<file path="config.mk">
export PLATFORM = sky130hd
export DESIGN_NAME = psi_section_pat_pmt_parser_top
export DESIGN_NICKNAME = d
export VERILOG_FILES = /design/src/hw/rtl/psipp_pkg.sv /design/src/hw/rtl/psipp_parser.sv /design/src/hw/rtl/psipp_out_reg.sv /design/src/hw/rtl/psi_section_pat_pmt_parser_top.sv
export SDC_FILE = /design/constraint.sdc
export NUM_CORES = 1
export LEC_CHECK = 0
export BUFFER_PORTS_ARGS = -buffer_cell sky130_fd_sc_hd__buf_2
export CORE_UTILIZATION = 54
export CTS_CLUSTER_DIAMETER = 200
export DETAILED_ROUTE_END_ITERATION = 7
export GPL_TIMING_DRIVEN = 0
export HOLD_SLACK_MARGIN = 0.02
export PLACE_DENSITY_LB_ADDON = 0.25
export SLEW_MARGIN = 5
export SYNTH_ARGS = -nofsm -noshare
export SYNTH_HDL_FRONTEND = slang
export SYNTH_SLANG_ARGS = --single-unit
</file>
<file path="constraint.sdc">
create_clock -name clock -period 8.4 [get_ports clock]
set_clock_uncertainty 0.2 [all_clocks]
set_input_delay 1.68 -clock clock [delete_from_list [all_inputs] [get_ports clock]]
set_output_delay 1.68 -clock clock [all_outputs]
set_load 0.01 [all_outputs]
</file>
<file path="src/hw/rtl/psipp_pkg.sv">
// shared types and constants for the psi section pat/pmt parser
`timescale 1ns / 1ps

package psipp_pkg;

   typedef struct packed {
      logic [7:0] data_byte;
      logic       section_start;
   } req_type;

   typedef struct packed {
      logic        entry_kind;
      logic [15:0] table_ident;
      logic [4:0]  table_version;
      logic [15:0] entry_number;
      logic [7:0]  stream_kind;
      logic [12:0] entry_pid;
      logic        last_entry;
   } rsp_type;

   typedef enum logic [1:0] {
      MODE_IDLE = 2'd0,
      MODE_PAT  = 2'd1,
      MODE_PMT  = 2'd2
   } mode_type;

   localparam logic [7:0]  TID_PAT    = 8'h00;
   localparam logic [7:0]  TID_PMT    = 8'h02;
   localparam logic        KIND_PAT   = 1'b0;
   localparam logic        KIND_PMT   = 1'b1;
   localparam logic [11:0] LOOP_START = 12'd8;

   localparam logic [11:0] POS_LEN_HI   = 12'd1;
   localparam logic [11:0] POS_LEN_LO   = 12'd2;
   localparam logic [11:0] POS_IDENT_HI = 12'd3;
   localparam logic [11:0] POS_IDENT_LO = 12'd4;
   localparam logic [11:0] POS_VERSION  = 12'd5;
   localparam logic [11:0] POS_INFO_HI  = 12'd10;
   localparam logic [11:0] POS_INFO_LO  = 12'd11;

endpackage

</file>
<file path="src/hw/rtl/psipp_parser.sv">
// section byte parser: per-section state and entry extraction
`timescale 1ns / 1ps

module psipp_parser (
   input  logic              clock,
   input  logic              reset,
   input  logic              fire,
   input  psipp_pkg::req_type beat,
   output logic              emit,
   output psipp_pkg::rsp_type result
);
   import psipp_pkg::*;

   mode_type    mode_ff, mode_in;
   logic [11:0] pos_ff, pos_in;
   logic [11:0] slen_ff, slen_in;
   logic [11:0] info_ff, info_in;
   logic [15:0] ident_ff, ident_in;
   logic [4:0]  version_ff, version_in;
   logic [2:0]  ebi_ff, ebi_in;
   logic [15:0] num_ff, num_in;
   logic [7:0]  skind_ff, skind_in;
   logic [12:0] pid_ff, pid_in;
   logic [11:0] skip_ff, skip_in;

   logic [7:0]  b;
   logic        active;
   logic        end_hit;
   logic        work;
   logic [11:0] info_lo;

   assign b       = beat.data_byte;
   assign active  = (mode_ff == MODE_PAT) || (mode_ff == MODE_PMT);
   assign end_hit = (pos_ff >= LOOP_START) &&
                    (({1'b0, pos_ff} + 13'd1) >= {1'b0, slen_ff});
   assign work    = fire && !beat.section_start && active && !end_hit;
   assign info_lo = {info_ff[11:8], b};

   // mode next state
   always_comb begin
      mode_in = mode_ff;
      if (fire) begin
         if (beat.section_start) begin
            priority if (b == TID_PAT) begin
               mode_in = MODE_PAT;
            end else if (b == TID_PMT) begin
               mode_in = MODE_PMT;
            end else begin
               mode_in = MODE_IDLE;
            end
         end else if (active && end_hit) begin
            mode_in = MODE_IDLE;
         end
      end
   end

   // field updates and result
   always_comb begin
      pos_in     = pos_ff;
      slen_in    = slen_ff;
      info_in    = info_ff;
      ident_in   = ident_ff;
      version_in = version_ff;
      ebi_in     = ebi_ff;
      num_in     = num_ff;
      skind_in   = skind_ff;
      pid_in     = pid_ff;
      skip_in    = skip_ff;
      emit       = 1'b0;
      result.entry_kind    = KIND_PAT;
      result.table_ident   = ident_ff;
      result.table_version = version_ff;
      result.entry_number  = num_ff;
      result.stream_kind   = 8'd0;
      result.entry_pid     = {pid_ff[12:8], b};
      result.last_entry    = 1'b0;

      if (fire && beat.section_start) begin
         ebi_in  = 3'd0;
         skip_in = 12'd0;
         pos_in  = 12'd1;
      end else if (work) begin
         pos_in = pos_ff + 12'd1;
         priority if (pos_ff == POS_LEN_HI) begin
            slen_in = {b[3:0], 8'd0};
         end else if (pos_ff == POS_LEN_LO) begin
            slen_in = {slen_ff[11:8], b};
         end else if (pos_ff == POS_IDENT_HI) begin
            ident_in = {b, 8'd0};
         end else if (pos_ff == POS_IDENT_LO) begin
            ident_in = {ident_ff[15:8], b};
         end else if (pos_ff == POS_VERSION) begin
            version_in = b[5:1];
         end else if (pos_ff < LOOP_START) begin
            // section number bytes
         end else if (mode_ff == MODE_PAT) begin
            unique case (ebi_ff)
               3'd0: begin
                  num_in = {b, 8'd0};
                  ebi_in = 3'd1;
               end
               3'd1: begin
                  num_in = {num_ff[15:8], b};
                  ebi_in = 3'd2;
               end
               3'd2: begin
                  pid_in = {b[4:0], 8'd0};
                  ebi_in = 3'd3;
               end
               default: begin
                  pid_in = {pid_ff[12:8], b};
                  ebi_in = 3'd0;
                  emit   = 1'b1;
                  result.last_entry = (({1'b0, pos_ff} + 13'd5) >= {1'b0, slen_ff});
               end
            endcase
         end else if (pos_ff < POS_INFO_HI) begin
            // pcr pid bytes
         end else if (pos_ff == POS_INFO_HI) begin
            info_in = {b[3:0], 8'd0};
         end else if (pos_ff == POS_INFO_LO) begin
            info_in = info_lo;
            skip_in = info_lo;
            ebi_in  = 3'd0;
         end else if (skip_ff != 12'd0) begin
            skip_in = skip_ff - 12'd1;
         end else begin
            unique case (ebi_ff)
               3'd0: begin
                  skind_in = b;
                  ebi_in   = 3'd1;
               end
               3'd1: begin
                  pid_in = {b[4:0], 8'd0};
                  ebi_in = 3'd2;
               end
               3'd2: begin
                  pid_in = {pid_ff[12:8], b};
                  ebi_in = 3'd3;
               end
               3'd3: begin
                  info_in = {b[3:0], 8'd0};
                  ebi_in  = 3'd4;
               end
               default: begin
                  info_in = info_lo;
                  skip_in = info_lo;
                  ebi_in  = 3'd0;
                  emit    = 1'b1;
                  result.entry_kind   = KIND_PMT;
                  result.entry_number = 16'd0;
                  result.stream_kind  = skind_ff;
                  result.entry_pid    = pid_ff;
                  result.last_entry   = (({2'b0, pos_ff} + 14'd6 + {2'b0, info_lo})
                                         >= {2'b0, slen_ff});
               end
            endcase
         end
      end
   end

   always_ff @(posedge clock) begin
      if (reset) begin
         mode_ff    <= MODE_IDLE;
         pos_ff     <= 12'd0;
         slen_ff    <= 12'd0;
         info_ff    <= 12'd0;
         ident_ff   <= 16'd0;
         version_ff <= 5'd0;
         ebi_ff     <= 3'd0;
         num_ff     <= 16'd0;
         skind_ff   <= 8'd0;
         pid_ff     <= 13'd0;
         skip_ff    <= 12'd0;
      end else begin
         mode_ff    <= mode_in;
         pos_ff     <= pos_in;
         slen_ff    <= slen_in;
         info_ff    <= info_in;
         ident_ff   <= ident_in;
         version_ff <= version_in;
         ebi_ff     <= ebi_in;
         num_ff     <= num_in;
         skind_ff   <= skind_in;
         pid_ff     <= pid_in;
         skip_ff    <= skip_in;
      end
   end

endmodule

</file>
<file path="src/hw/rtl/psipp_out_reg.sv">
// result register with stall handling
`timescale 1ns / 1ps

module psipp_out_reg (
   input  logic               clock,
   input  logic               reset,
   input  logic               advance,
   input  logic               emit,
   input  psipp_pkg::rsp_type result,
   input  logic               rsp_stall,
   output logic               rsp_valid,
   output psipp_pkg::rsp_type rsp_data,
   output logic               blocked
);
   import psipp_pkg::*;

   logic    valid_ff, valid_in;
   rsp_type data_ff;

   assign blocked  = valid_ff && rsp_stall;
   assign valid_in = blocked || (advance && emit);

   always_ff @(posedge clock) begin
      if (reset) begin
         valid_ff <= 1'b0;
      end else begin
         valid_ff <= valid_in;
      end
   end

   always_ff @(posedge clock) begin
      if (advance && emit) begin
         data_ff <= result;
      end
   end

   assign rsp_valid = valid_ff;
   assign rsp_data  = data_ff;

endmodule

</file>
<file path="src/hw/rtl/psi_section_pat_pmt_parser_top.sv">
// top level of the psi section pat/pmt parser
//
// req channel: one section byte per beat, section_start marks the table id
// byte. table id 0x00 parses a pat, 0x02 a pmt, anything else is dropped
// until the next start. the crc is never checked.
// rsp channel: one beat per pat program entry or pmt elementary stream
// entry, last_entry set on the final complete entry of the section.
// a byte is registered in the input register and parsed on the way into the
// result register; rsp_valid comes from the result register, which loads
// as the byte completing the entry leaves the input register.
// throughput: one byte per cycle while the result register is not stalled,
// set by the single parse step between the input and result registers.
// stall: the result register holds while it is valid and rsp_stall is high;
// a byte waiting in the input register then holds too and req_stall rises.
// reset: both registers empty, parser idle until the next section start.
`timescale 1ns / 1ps

module psi_section_pat_pmt_parser_top (
   input  logic               clock,
   input  logic               reset,
   input  logic               req_valid,
   output logic               req_stall,
   input  psipp_pkg::req_type req_data,
   output logic               rsp_valid,
   input  logic               rsp_stall,
   output psipp_pkg::rsp_type rsp_data
);
   import psipp_pkg::*;

   logic    in_valid_ff, in_valid_in;
   req_type in_data_ff;
   logic    blocked;
   logic    advance;
   logic    emit;
   rsp_type result;

   assign advance     = in_valid_ff && !blocked;
   assign req_stall   = in_valid_ff && blocked;
   assign in_valid_in = req_stall ? in_valid_ff : req_valid;

   always_ff @(posedge clock) begin
      if (reset) begin
         in_valid_ff <= 1'b0;
      end else begin
         in_valid_ff <= in_valid_in;
      end
   end

   always_ff @(posedge clock) begin
      if (req_valid && !req_stall) begin
         in_data_ff <= req_data;
      end
   end

   psipp_parser u_parser (
      .clock  (clock),
      .reset  (reset),
      .fire   (advance),
      .beat   (in_data_ff),
      .emit   (emit),
      .result (result)
   );

   psipp_out_reg u_out_reg (
      .clock     (clock),
      .reset     (reset),
      .advance   (advance),
      .emit      (emit),
      .result    (result),
      .rsp_stall (rsp_stall),
      .rsp_valid (rsp_valid),
      .rsp_data  (rsp_data),
      .blocked   (blocked)
   );

endmodule
</file>
# After elaboration in Yosys (flattened, before gate mapping)
# Index checks and enable logic that the tools add are counted.
[op_classes]
addsub = 6
n_lt_le_gt_ge = 6
n_eq_ne = 25
muxes = 63
bitwise_logic = 14
n_reduce_logical = 49
[ops]
columns = ["op", "count"]
rows = [
  ["$mux W38", 13],
  ["$mux W12", 7],
  ["$mux W13", 5],
  ["$pmux W13 S2", 2],
  ["$reduce_and A14 Y1", 3],
  ["$mux W37", 1],
  ["$pmux W16 S2", 1],
  ["$add A12 B3 Y13 const B", 2],
  ["$ge A13 B12 Y1", 2],
  ["$eq A12 B2 Y1 const B", 2],
  ["$eq A12 B3 Y1 const B", 2],
  ["$eq A12 B4 Y1 const B", 2],
  ["$lt A12 B4 Y1 const B", 2],
  ["$pmux W12 S2", 1],
  ["$reduce_and A11 Y1", 2],
  ["$reduce_and A10 Y1", 2],
  ["$mux W1", 19],
  ["$reduce_or A17 Y1", 1],
  ["$mux W16", 1],
  ["$mux W8", 2],
  ["$ne A2 B1 Y1 const B", 8],
  ["$reduce_and A16 Y1", 1],
  ["$mux W3", 5],
  ["$add A14 B12 Y14", 1],
  ["34 further kinds", 76],
]
[totals]
regBits = 174
output_inout_bits = 62
word_cells = 190

# Depth between registers and ports, before layout
# Gate-level depths: netlist of the first run.
[logic_depth]
word_depth = 18
depth_mapped = 17

# By module
# From an unflattened synthesis of the first run, not the netlist that was laid out.
[unflattened]
hier_cells = 912
hier_area_um2 = 9092.5
[by_module_without_submodules]
columns = ["mod", "n_inst", "cells_per_inst", "area_per_inst_um2"]
rows = [
  ["psipp_parser", 1, 833, 6917.9],
  ["psipp_out_reg", 1, 64, 1849.3],
  ["psi_section_pat_pmt_parser_top", 1, 15, 325.3],
]

# Worst setup path after synthesis of the first run
# Ideal clock, no wire load.
[synth_timing]
kind = "register to register"
startpoint = "register u_parser.pos_ff[3]"
endpoint = "register u_out_reg.data_ff, in the netlist u_out_reg.rsp_data[0], enable pin"
setup_time_ns = 0.570
arrival_ns = 7.448
required_time_ns = 7.630
path_slack_ns = 0.182
stages_incl_launch_ff = 14
path_buffers = 3
path_cell_list = "dfxtp_1 buf_1 nand2_1 or3_1 nor2_1 xor2_1 ha_1 nand3_1 inv_1 a221oi_2 o311ai_2 buf_2 buf_2 a211oi_1"
[synth_via]
elab_chain_cells = 14
word_cells_on_any_way = 28
[synth_rtl]
columns = ["element", "line_no", "rtl"]
rows = [
  ["start, declared", "psipp_parser.sv:15", "logic [11:0] pos_ff, pos_in;"],
  ["start signal, assigned", "psipp_parser.sv:177", "pos_ff <= pos_in;"],
  ["branches (longest 11 deep; another with $add A12 B1 Y13)", "--", ""],
  ["$mux W1 (*)", "psipp_parser.sv:82", "end else if (work) begin"],
  ["$mux W1 (*)", "psipp_parser.sv:78", "if (fire && beat.section_start) begin"],
  ["$logic_and A1 B1 Y1 (*)", "psipp_out_reg.sv:32", "if (advance && emit) begin"],
  ["end signal, assigned", "psipp_out_reg.sv:33", "data_ff <= result;"],
  ["end, declared", "psipp_out_reg.sv:18", "rsp_type data_ff;"],
]
# Every way passes the cells marked *.
# A chain may end at the register's enable or synchronous reset.

# Final worst setup path of the first run
[layout_timing]
startpoint = "register u_parser.pos_ff[1]"
endpoint = "register u_out_reg.data_ff, in the netlist u_out_reg.rsp_data[5], enable pin"
# The elaborated chain is that of the path after synthesis.

==> metrics.txt, run 1 <==
# TYPE chip_impl_metric gauge
chip_impl_info{name="run_status",value="completed"} 1
chip_impl_metric{name="seq_area_frac_synth",unit=""} 0.468
chip_impl_info{name="rsz0062_at_grt",value="no"} 1
chip_impl_metric{name="final_cells",unit=""} 1231
chip_impl_info{name="synth_cell_count_leaders",value="105 x sky130_fd_sc_hd__dfxtp_1, 101 x sky130_fd_sc_hd__nor2_1, 69 x sky130_fd_sc_hd__a21oi_1, 69 x sky130_fd_sc_hd__edfxtp_1, 61 x sky130_fd_sc_hd__nand2_1"} 1
chip_impl_info{name="tritoncts_clock_tree",value="done"} 1
chip_impl_metric{name="cap_viol_max_count",unit=""} 0
chip_impl_metric{name="holdPathStages",unit=""} 0
chip_impl_metric{name="clock_tree.htree_level_count",unit=""} 4
chip_impl_metric{name="post_drt_via_cell_ratio",unit=""} 5.72
chip_impl_info{name="hold-path-endpoint",value="u_out_reg.rsp_data[50]"} 1
chip_impl_metric{name="ys_ff_latch",unit=""} 174
chip_impl_metric{name="floorplan.die.height",unit="um"} 131
chip_impl_metric{name="detail_route.wirelength",unit="mm"} 21.5
chip_impl_metric{name="cts_setup_buffers",unit=""} 0
chip_impl_metric{name="numPortBuffers",unit=""} 73
chip_impl_metric{name="cts.repair.resized",unit=""} 0
chip_impl_metric{name="power.static_leakage",unit="nW"} 4.02
chip_impl_metric{name="clkLatencyLatePin",unit="ps"} 440
chip_impl_metric{name="drive_gt1_frac",unit=""} 0.149
chip_impl_metric{name="post_synth_inst_count",unit=""} 907
chip_impl_metric{name="postSynthNetCount",unit=""} 980
chip_impl_metric{name="area.growth.synth_to_final",unit="%"} 14.9
chip_impl_metric{name="grt_antenna_before_repair",unit=""} 0
chip_impl_metric{name="dieArea",unit="um^2"} 17000
chip_impl_metric{name="synthDistinctLibCells",unit=""} 66
chip_impl_metric{name="design.final.nets",unit=""} 1075
chip_impl_metric{name="via_count",unit=""} 7041
chip_impl_info{name="timing.hold.worst.start",value="u_parser.ident_ff[7]"} 1
chip_impl_metric{name="mappedNetlistArea",unit="um^2"} 8920
chip_impl_metric{name="holdWs",unit="ps"} 229
chip_impl_metric{name="place_hpwl",unit="mm"} 15.8
chip_impl_metric{name="wl_per_cell",unit="um"} 17.5
chip_impl_metric{name="required",unit="ps"} 8350
chip_impl_metric{name="numClockSinks",unit=""} 174
chip_impl_metric{name="crit_arrival",unit="ps"} 5080
chip_impl_metric{name="r2r_setup_slack",unit="ps"} 3260
chip_impl_metric{name="slew_violations",unit=""} 0
chip_impl_metric{name="worstPathMaxFanout",unit=""} 19
chip_impl_info{name="r2r-start",value="u_parser.pos_ff[1]"} 1
chip_impl_info{name="startpoint_type",value="register"} 1
chip_impl_metric{name="fp-row-count",unit=""} 46
chip_impl_metric{name="ioPinCount",unit=""} 75
chip_impl_metric{name="n_antenna_cell",unit=""} 0
chip_impl_metric{name="largest_net_degree_at_the_start_of_global_routing",unit=""} 22
chip_impl_metric{name="setup_viol",unit=""} 0
chip_impl_metric{name="min_period_over_period",unit=""} 0.611
chip_impl_metric{name="dpl_cell_area",unit="um^2"} 9610
chip_impl_metric{name="die_w",unit="um"} 131
chip_impl_info{name="critPathCaptureType",value="register"} 1
chip_impl_metric{name="relSlewSlack",unit=""} 0.0954
chip_impl_metric{name="ctsHoldBuffers",unit=""} 0
chip_impl_metric{name="placed_cells_incl_taps",unit=""} 1199
chip_impl_metric{name="post_synth_edffs",unit=""} 69
chip_impl_info{name="synth_top_area_cell",value="sky130_fd_sc_hd__dfxtp_1"} 1
chip_impl_metric{name="gp_congestion",unit=""} 0.899
chip_impl_info{name="source_of_the_critical_timing_path",value="u_parser.pos_ff[1]"} 1
chip_impl_info{name="synth.most_common_cell",value="sky130_fd_sc_hd__dfxtp_1"} 1
chip_impl_metric{name="drtAntennaViolNets",unit=""} 0
chip_impl_metric{name="first_iter_violations",unit=""} 615
chip_impl_metric{name="layout.filler_cells",unit=""} 1311
chip_impl_info{name="hold_wc_path_type",value="reg2reg"} 1
chip_impl_metric{name="yosys_warnings",unit=""} 0
chip_impl_metric{name="drt_drc_violations_left",unit=""} 0
chip_impl_metric{name="finalHoldViolations",unit=""} 0
chip_impl_metric{name="max_slew.worst_pin.slew",unit="ps"} 1350
chip_impl_info{name="clock-root-buffer",value="sky130_fd_sc_hd__clkbuf_16"} 1
chip_impl_info{name="rr_endpoint",value="u_out_reg.rsp_data[5]"} 1
chip_impl_info{name="cell_types_with_the_largest_area_share_after_synthesis",value="sky130_fd_sc_hd__dfxtp_1 24%, sky130_fd_sc_hd__edfxtp_1 23%, sky130_fd_sc_hd__ha_1 8.3%, sky130_fd_sc_hd__nor2_1 4.3%, sky130_fd_sc_hd__mux2i_1 3.9%"} 1
chip_impl_metric{name="synth_largest_type_area_fraction",unit=""} 0.236
chip_impl_metric{name="power_density_over_the_cells",unit="nW/um^2"} 173
chip_impl_metric{name="max_clock_freq",unit="MHz"} 195
chip_impl_metric{name="global_route_wire_length_before_repair",unit="mm"} 33.7
chip_impl_metric{name="syn-mean-instance-area",unit="um^2"} 9.83
chip_impl_metric{name="irDropWorstVdd",unit="uV"} 140
chip_impl_metric{name="core-area",unit="um^2"} 16000
chip_impl_metric{name="final_design_area_no_fill",unit="um^2"} 10200
chip_impl_metric{name="num_cts_buffers",unit=""} 17
chip_impl_metric{name="total_routing_resource_utilization_after_global_routing",unit=""} 0.263
chip_impl_metric{name="clk_pin_slew_worst_paths",unit="ps"} 80
chip_impl_metric{name="finalWorstPathRequiredPeriod",unit="ps"} 5140
chip_impl_metric{name="deepest_clock_path_buffer_count",unit=""} 2
chip_impl_metric{name="detail_route.first_pass.iterations",unit=""} 5
chip_impl_info{name="dominantRegCellSynth",value="sky130_fd_sc_hd__dfxtp_1"} 1
chip_impl_metric{name="ff2ff_path_depth",unit=""} 15
chip_impl_info{name="worstSetupPathType",value="reg2reg"} 1
chip_impl_metric{name="grt.overflow.total",unit=""} 0
chip_impl_metric{name="async_reset_ff_frac",unit=""} 0
chip_impl_metric{name="vias_in_the_first_global_route",unit=""} 6289
chip_impl_metric{name="initial_core_util",unit=""} 0.557
==> power by group <==
| part | internal, W | switching (W) | total, W |
|---|---|---|---|
| Sequential | 0.000876 | 0.00000754 | 0.000884 |
| Clock | 0.000412 | 0.000404 | 0.000816 |
| Combinational | 0.0000260 | 0.0000505 | 0.0000764 |
| Total | 0.00131 | 0.000462 | 0.00178 |
==> final cells by class <==
class | count | area (um^2) | share of cell area
Multi-Input combinational cell | 650 | 4400 | 0.430
Sequential cell | 174 | 4170 | 0.407
Clock buffer | 17 | 425 | 0.0415
Timing Repair Buffer | 76 | 410 | 0.0400
Tap cell | 216 | 270 | 0.0264
Buffer | 53 | 240 | 0.0234
Clock inverter | 15 | 211 | 0.0206
Inverter | 30 | 113 | 0.0110
==> cells in the final DEF (no fill, tap or decap), drive strengths merged, types with 3 or more instances in the layout <==
cell type,netlist,layout
edfxtp,69,69
and3,9,9
nand2,62,62
xor2,22,22
nand2b,18,18
o21a,4,4
or3,5,5
mux2,8,8
nor2,101,101
clkinv,0,10
ha,59,59
a2111oi,5,5
or2,3,3
a22oi,17,17
xnor2,27,27
a211oi,11,11
nor2b,25,25
nand4,5,5
nor3,17,17
a31oi,6,6
nand3b,9,9
a21oi,70,70
mux2i,35,35
nand3,37,37
and2,11,11
dfxtp,105,105
a21o,11,11
o21ai,26,26
buf,22,98
clkbuf,31,48
nor4,11,11
o41ai,5,5
o31ai,6,6
inv,30,35
==> how the worst max path moves through the flow <==
stage	endpoint	slack (ps)	cells past startpoint
6_report	u_out_reg.rsp_data[5]	3260	15
5_1_grt	u_out_reg.rsp_data[2]	2890	15
4_1_cts	u_out_reg.rsp_data[5]	3310	15
3_5_place_dp	u_out_reg.rsp_data[18]	3320	15
3_3_place_gp	u_out_reg.rsp_data[21]	-2340	13
2_1_floorplan	u_out_reg.rsp_data[0]	180	13
==> cell families (layout without fill, tap and decap cells) <==
logic type,count (synthesis),in the layout,synth area share
adder cells (fa/ha/maj),60,60,0.0850
buffers and inverters,83,191,0.0396
XOR/XNOR,49,49,0.0481
AND/OR/NAND/NOR,320,320,0.179
multiplexers,43,43,0.0494
AO/OA/AOI/OAI,178,178,0.131
flip-flops,174,174,0.468
==> worst max-delay path, cell delays in order, from the launching register on <==
cell and delay [ps]:
sky130_fd_sc_hd__dfxtp_1 570, sky130_fd_sc_hd__ha_1 420, sky130_fd_sc_hd__and3_1 260, sky130_fd_sc_hd__nand3_1 220, sky130_fd_sc_hd__nor2_1 200, sky130_fd_sc_hd__xor2_1 170
sky130_fd_sc_hd__ha_1 270, sky130_fd_sc_hd__a21oi_1 140, sky130_fd_sc_hd__o21ai_0 150, sky130_fd_sc_hd__a221oi_2 420, sky130_fd_sc_hd__o311ai_2 210, sky130_fd_sc_hd__buf_2 270
sky130_fd_sc_hd__buf_2 240, sky130_fd_sc_hd__a211oi_4 600, sky130_fd_sc_hd__buf_8 270, sky130_fd_sc_hd__buf_8 190
==> registers in the layout, summed over array words and instances (netlist names), 2 cells and up <==
register             cells
u_parser.skind_ff        8
in_data_ff               9
u_out_reg.rsp_data      60
u_parser.slen_ff        12
u_parser.pos_ff         12
u_parser.num_ff         16
u_parser.pid_ff         13
u_parser.skip_ff        12
u_parser.mode_ff         2
u_parser.version_ff      5
u_parser.ident_ff       16
u_parser.info_ff         4
u_parser.ebi_ff          3
==> routing by layer <==
layer,vias up,share of wire,GRT usage
met5,-,0,0
met4,0,0.032,0.115
met2,296,0.45,0.403
met1,3275,0.45,0.363
met3,44,0.067,0.0456
li1,3426,-,-
==> per-stage QoR <==
step	power (W)	util	setup WS, ps	setup TNS, ps
3_5_place_dp	0.000979	0.601	3320	0
3_3_place_gp	0.000977	0.597	-2340	-142180
4_1_cts	0.00178	0.640	3310	0
5_1_grt	0.00182	0.640	2890	0
6_report	0.00178	0.640	3260	0
2_1_floorplan	0.000949	-	182	0
Note: power is estimated with default switching activity, not from simulation.
==> inputs of run 2 (changes only) <==
- clock period: 8.4 -> 4.7 ns (I/O delays scaled with it)
==> run 2 against run 1 <==
Compared with the run above: via count is 0.16% higher; highest routed layer unchanged; count of clock-buffer cells in the layout unchanged; flip-flop and latch count unchanged; largest power group unchanged; register-to-register slack worse by 3000 ps.
==> metrics.txt, run 2 (synthesized netlist as in run 1, its figures left out) <==
# TYPE chip_impl_metric gauge
chip_impl_metric{name="slew_violations",unit=""} 0
chip_impl_metric{name="dieArea",unit="um^2"} 17000
chip_impl_metric{name="cts_setup_buffers",unit=""} 0
chip_impl_info{name="layout_common_cells",value="101 x sky130_fd_sc_hd__dfxtp_1, 100 x sky130_fd_sc_hd__nor2_1, 83 x sky130_fd_sc_hd__buf_2, 69 x sky130_fd_sc_hd__a21oi_1, 69 x sky130_fd_sc_hd__edfxtp_1"} 1
chip_impl_info{name="run_status",value="completed"} 1
chip_impl_info{name="rsz0062_at_grt",value="no"} 1
chip_impl_info{name="cpLargestDelayFamily",value="compound AO/OA/AOI/OAI gates"} 1
chip_impl_info{name="path_cells",value="ha_4 > and3_4 > nand3_4 > nor2_1 > xor2_1 > ha_1 > a21oi_1 > o21ai_0 > a221oi_4 > o311ai_2 > buf_4 > buf_6 > a211oi_4 > buf_8 > buf_8"} 1
chip_impl_metric{name="core-area",unit="um^2"} 16000
chip_impl_metric{name="irDropWorstVdd",unit="uV"} 324
chip_impl_metric{name="place_hpwl",unit="mm"} 15.9
chip_impl_metric{name="preCtsSetupSlack",unit="ps"} -78.7
chip_impl_metric{name="timing.setup.tns",unit="ps"} 0
chip_impl_metric{name="multi_input_gate_area_in_the_final_layout",unit="um^2"} 4470
chip_impl_metric{name="met2_length",unit="mm"} 10.0
chip_impl_info{name="tritoncts_clock_tree",value="done"} 1
chip_impl_metric{name="drt-met1-wl",unit="mm"} 9.85
chip_impl_metric{name="comb_power_share",unit=""} 0.045
chip_impl_metric{name="power_density_over_the_cells",unit="nW/um^2"} 301
chip_impl_metric{name="worstPathMaxFanout",unit=""} 21
chip_impl_info{name="hold_wc_path_type",value="reg2reg"} 1
chip_impl_metric{name="global_route_wire_length_before_repair",unit="mm"} 34.4
chip_impl_metric{name="max_clock_freq",unit="MHz"} 225
chip_impl_metric{name="regArea",unit="um^2"} 4180
chip_impl_metric{name="area.growth.synth_to_final",unit="%"} 15.8
chip_impl_metric{name="pwr-share-clk",unit=""} 0.448
chip_impl_info{name="worstSetupPathType",value="reg2reg"} 1
chip_impl_info{name="critPathSlowestCell",value="sky130_fd_sc_hd__a211oi_4"} 1
chip_impl_metric{name="internal_power_of_the_cells",unit="W"} 0.00233
chip_impl_metric{name="grt_antenna_before_repair",unit=""} 0
chip_impl_info{name="clock-root-buffer",value="sky130_fd_sc_hd__clkbuf_16"} 1
chip_impl_metric{name="detailroute.wirelength.met3",unit="mm"} 1.22
chip_impl_metric{name="timing.critical_path.buf_inv",unit=""} 4
chip_impl_metric{name="design.final.nets",unit=""} 1075
chip_impl_metric{name="finalHoldViolations",unit=""} 0
chip_impl_metric{name="largest_net_degree_at_the_start_of_global_routing",unit=""} 22
chip_impl_info{name="cpMostUsedCell",value="sky130_fd_sc_hd__buf_8"} 1
chip_impl_metric{name="setup_viol",unit=""} 0
chip_impl_metric{name="power_switching_share",unit=""} 0.251
chip_impl_metric{name="relSlewSlack",unit=""} 0.148
chip_impl_metric{name="holdWs",unit="ps"} 235
chip_impl_metric{name="detail_route.wirelength",unit="mm"} 21.7
chip_impl_metric{name="drt_drc_violations_left",unit=""} 0
chip_impl_metric{name="drtAntennaViolNets",unit=""} 0
chip_impl_info{name="critPathCaptureType",value="register"} 1
chip_impl_metric{name="num_cts_buffers",unit=""} 17
chip_impl_metric{name="grt.overflow.total",unit=""} 0
chip_impl_metric{name="crit_arrival",unit="ps"} 4380
chip_impl_metric{name="total_routing_resource_utilization_after_global_routing",unit=""} 0.267
chip_impl_metric{name="drive_gt1_frac",unit=""} 0.166
chip_impl_metric{name="numClockSinks",unit=""} 174
chip_impl_metric{name="layout.filler_cells",unit=""} 1306
chip_impl_metric{name="numPortBuffers",unit=""} 73
chip_impl_metric{name="initial_core_util",unit=""} 0.557
chip_impl_metric{name="post_drt_via_cell_ratio",unit=""} 5.73
chip_impl_metric{name="min_period_over_period",unit=""} 0.948
chip_impl_metric{name="ioPinCount",unit=""} 75
chip_impl_metric{name="die_w",unit="um"} 131
chip_impl_metric{name="max_slew.worst_pin.slew",unit="ps"} 1280
chip_impl_metric{name="deepest_clock_path_buffer_count",unit=""} 2
chip_impl_metric{name="n_antenna_cell",unit=""} 0
chip_impl_info{name="startpoint_type",value="register"} 1
chip_impl_metric{name="pwr-share-seq",unit=""} 0.508
chip_impl_metric{name="vias_in_the_first_global_route",unit=""} 6468
chip_impl_metric{name="via_count",unit=""} 7052
chip_impl_metric{name="cpPeakStageDelay",unit="ps"} 530
chip_impl_metric{name="required",unit="ps"} 4630
chip_impl_metric{name="clock_tree.htree_level_count",unit=""} 4
chip_impl_metric{name="finalWorstPathRequiredPeriod",unit="ps"} 4450
chip_impl_metric{name="worst_slack",unit="ps"} 247
chip_impl_metric{name="clk_pin_slew_worst_paths",unit="ps"} 80
chip_impl_metric{name="power.static_leakage",unit="nW"} 4.05
chip_impl_info{name="route.top_layer_used",value="met4"} 1
chip_impl_metric{name="first_iter_violations",unit=""} 637
chip_impl_metric{name="detail_route.first_pass.iterations",unit=""} 5
chip_impl_metric{name="p_switching",unit="W"} 0.000781
chip_impl_metric{name="wl_per_cell",unit="um"} 17.6
chip_impl_metric{name="fp-row-count",unit=""} 46
chip_impl_metric{name="clkLatencyLatePin",unit="ps"} 430
chip_impl_info{name="layout.cells.most_common",value="sky130_fd_sc_hd__dfxtp_1"} 1
chip_impl_metric{name="floorplan.die.height",unit="um"} 131
chip_impl_metric{name="cap_viol_max_count",unit=""} 0
chip_impl_metric{name="largest_register_ffs",unit=""} 60
chip_impl_metric{name="gp_congestion",unit=""} 0.929
-- run 2: cell count changes in the layout (fill, tap and decap cells not counted), sizes merged --
cell / before / now
clkinv: 10 / 9
inv: 35 / 36
-- run 2: worst paths after layout --
kind                            slack, ps  cells past startpoint                   from                      to
worst max register to register        250                     15     u_parser.pos_ff[0]  u_out_reg.rsp_data[20]
worst min-delay path                  240                      0  u_parser.ident_ff[12]  u_out_reg.rsp_data[55]
worst min register to register        240                      0  u_parser.ident_ff[12]  u_out_reg.rsp_data[55]
worst max-delay path                  250                     15     u_parser.pos_ff[0]  u_out_reg.rsp_data[20]
-- run 2: worst reg2reg max path: stages, from the launching register on --
cell,delay [ps]
sky130_fd_sc_hd__dfxtp_4,430
sky130_fd_sc_hd__ha_4,210
sky130_fd_sc_hd__and3_4,230
sky130_fd_sc_hd__nand3_4,110
sky130_fd_sc_hd__nor2_1,150
sky130_fd_sc_hd__xor2_1,190
sky130_fd_sc_hd__ha_1,280
sky130_fd_sc_hd__a21oi_1,150
sky130_fd_sc_hd__o21ai_0,190
sky130_fd_sc_hd__a221oi_4,370
sky130_fd_sc_hd__o311ai_2,210
sky130_fd_sc_hd__buf_4,260
sky130_fd_sc_hd__buf_6,160
sky130_fd_sc_hd__a211oi_4,530
sky130_fd_sc_hd__buf_8,270
sky130_fd_sc_hd__buf_8,210
-- run 2: timing repair --
action,in CTS,in global routing
resized for setup,1,5
endpoints found under the setup margin,1,1
hold buffers,0,0
hold endpoints to repair,0,0
-- run 2: power groups by stage --
stage / Combinational [W] / Clock, W / Sequential (W)
after CTS: 0.000136 / 0.00141 / 0.00158
final: 0.000139 / 0.00139 / 0.00158
after floorplan: 0.0000899 / 0 / 0.00161
after global placement: 0.000134 / 0 / 0.00161
after detailed placement: 0.000135 / 0 / 0.00161
after global routing: 0.000151 / 0.00147 / 0.00158
-- run 2: area by class of cell --
cell class,instances,share of cell area
Buffer,53,0.0271
Inverter,30,0.0109
Sequential cell,174,0.405
Clock buffer,17,0.0412
Clock inverter,15,0.0168
Tap cell,216,0.0262
Multi-Input combinational cell,650,0.433
Timing Repair Buffer,76,0.0397
-- run 2: per-layer routing --
| metal | vias to the layer above | track usage |
|---|---|---|
| met5 | - | 0 |
| met4 | 0 | 0.0994 |
| met3 | 40 | 0.0460 |
| met2 | 237 | 0.434 |
| met1 | 3343 | 0.358 |
| li1 | 3432 | - |
-- run 2: per-stage QoR --
stage                      util  power (W)  cells  area (um^2)
after floorplan               -    0.00170    907         9040
after global placement    0.604    0.00175   1196         9670
after detailed placement  0.607    0.00175   1199         9720
after CTS                 0.645    0.00312   1231        10300
after global routing      0.645    0.00320   1231        10300
final                     0.645    0.00311   1231        10300
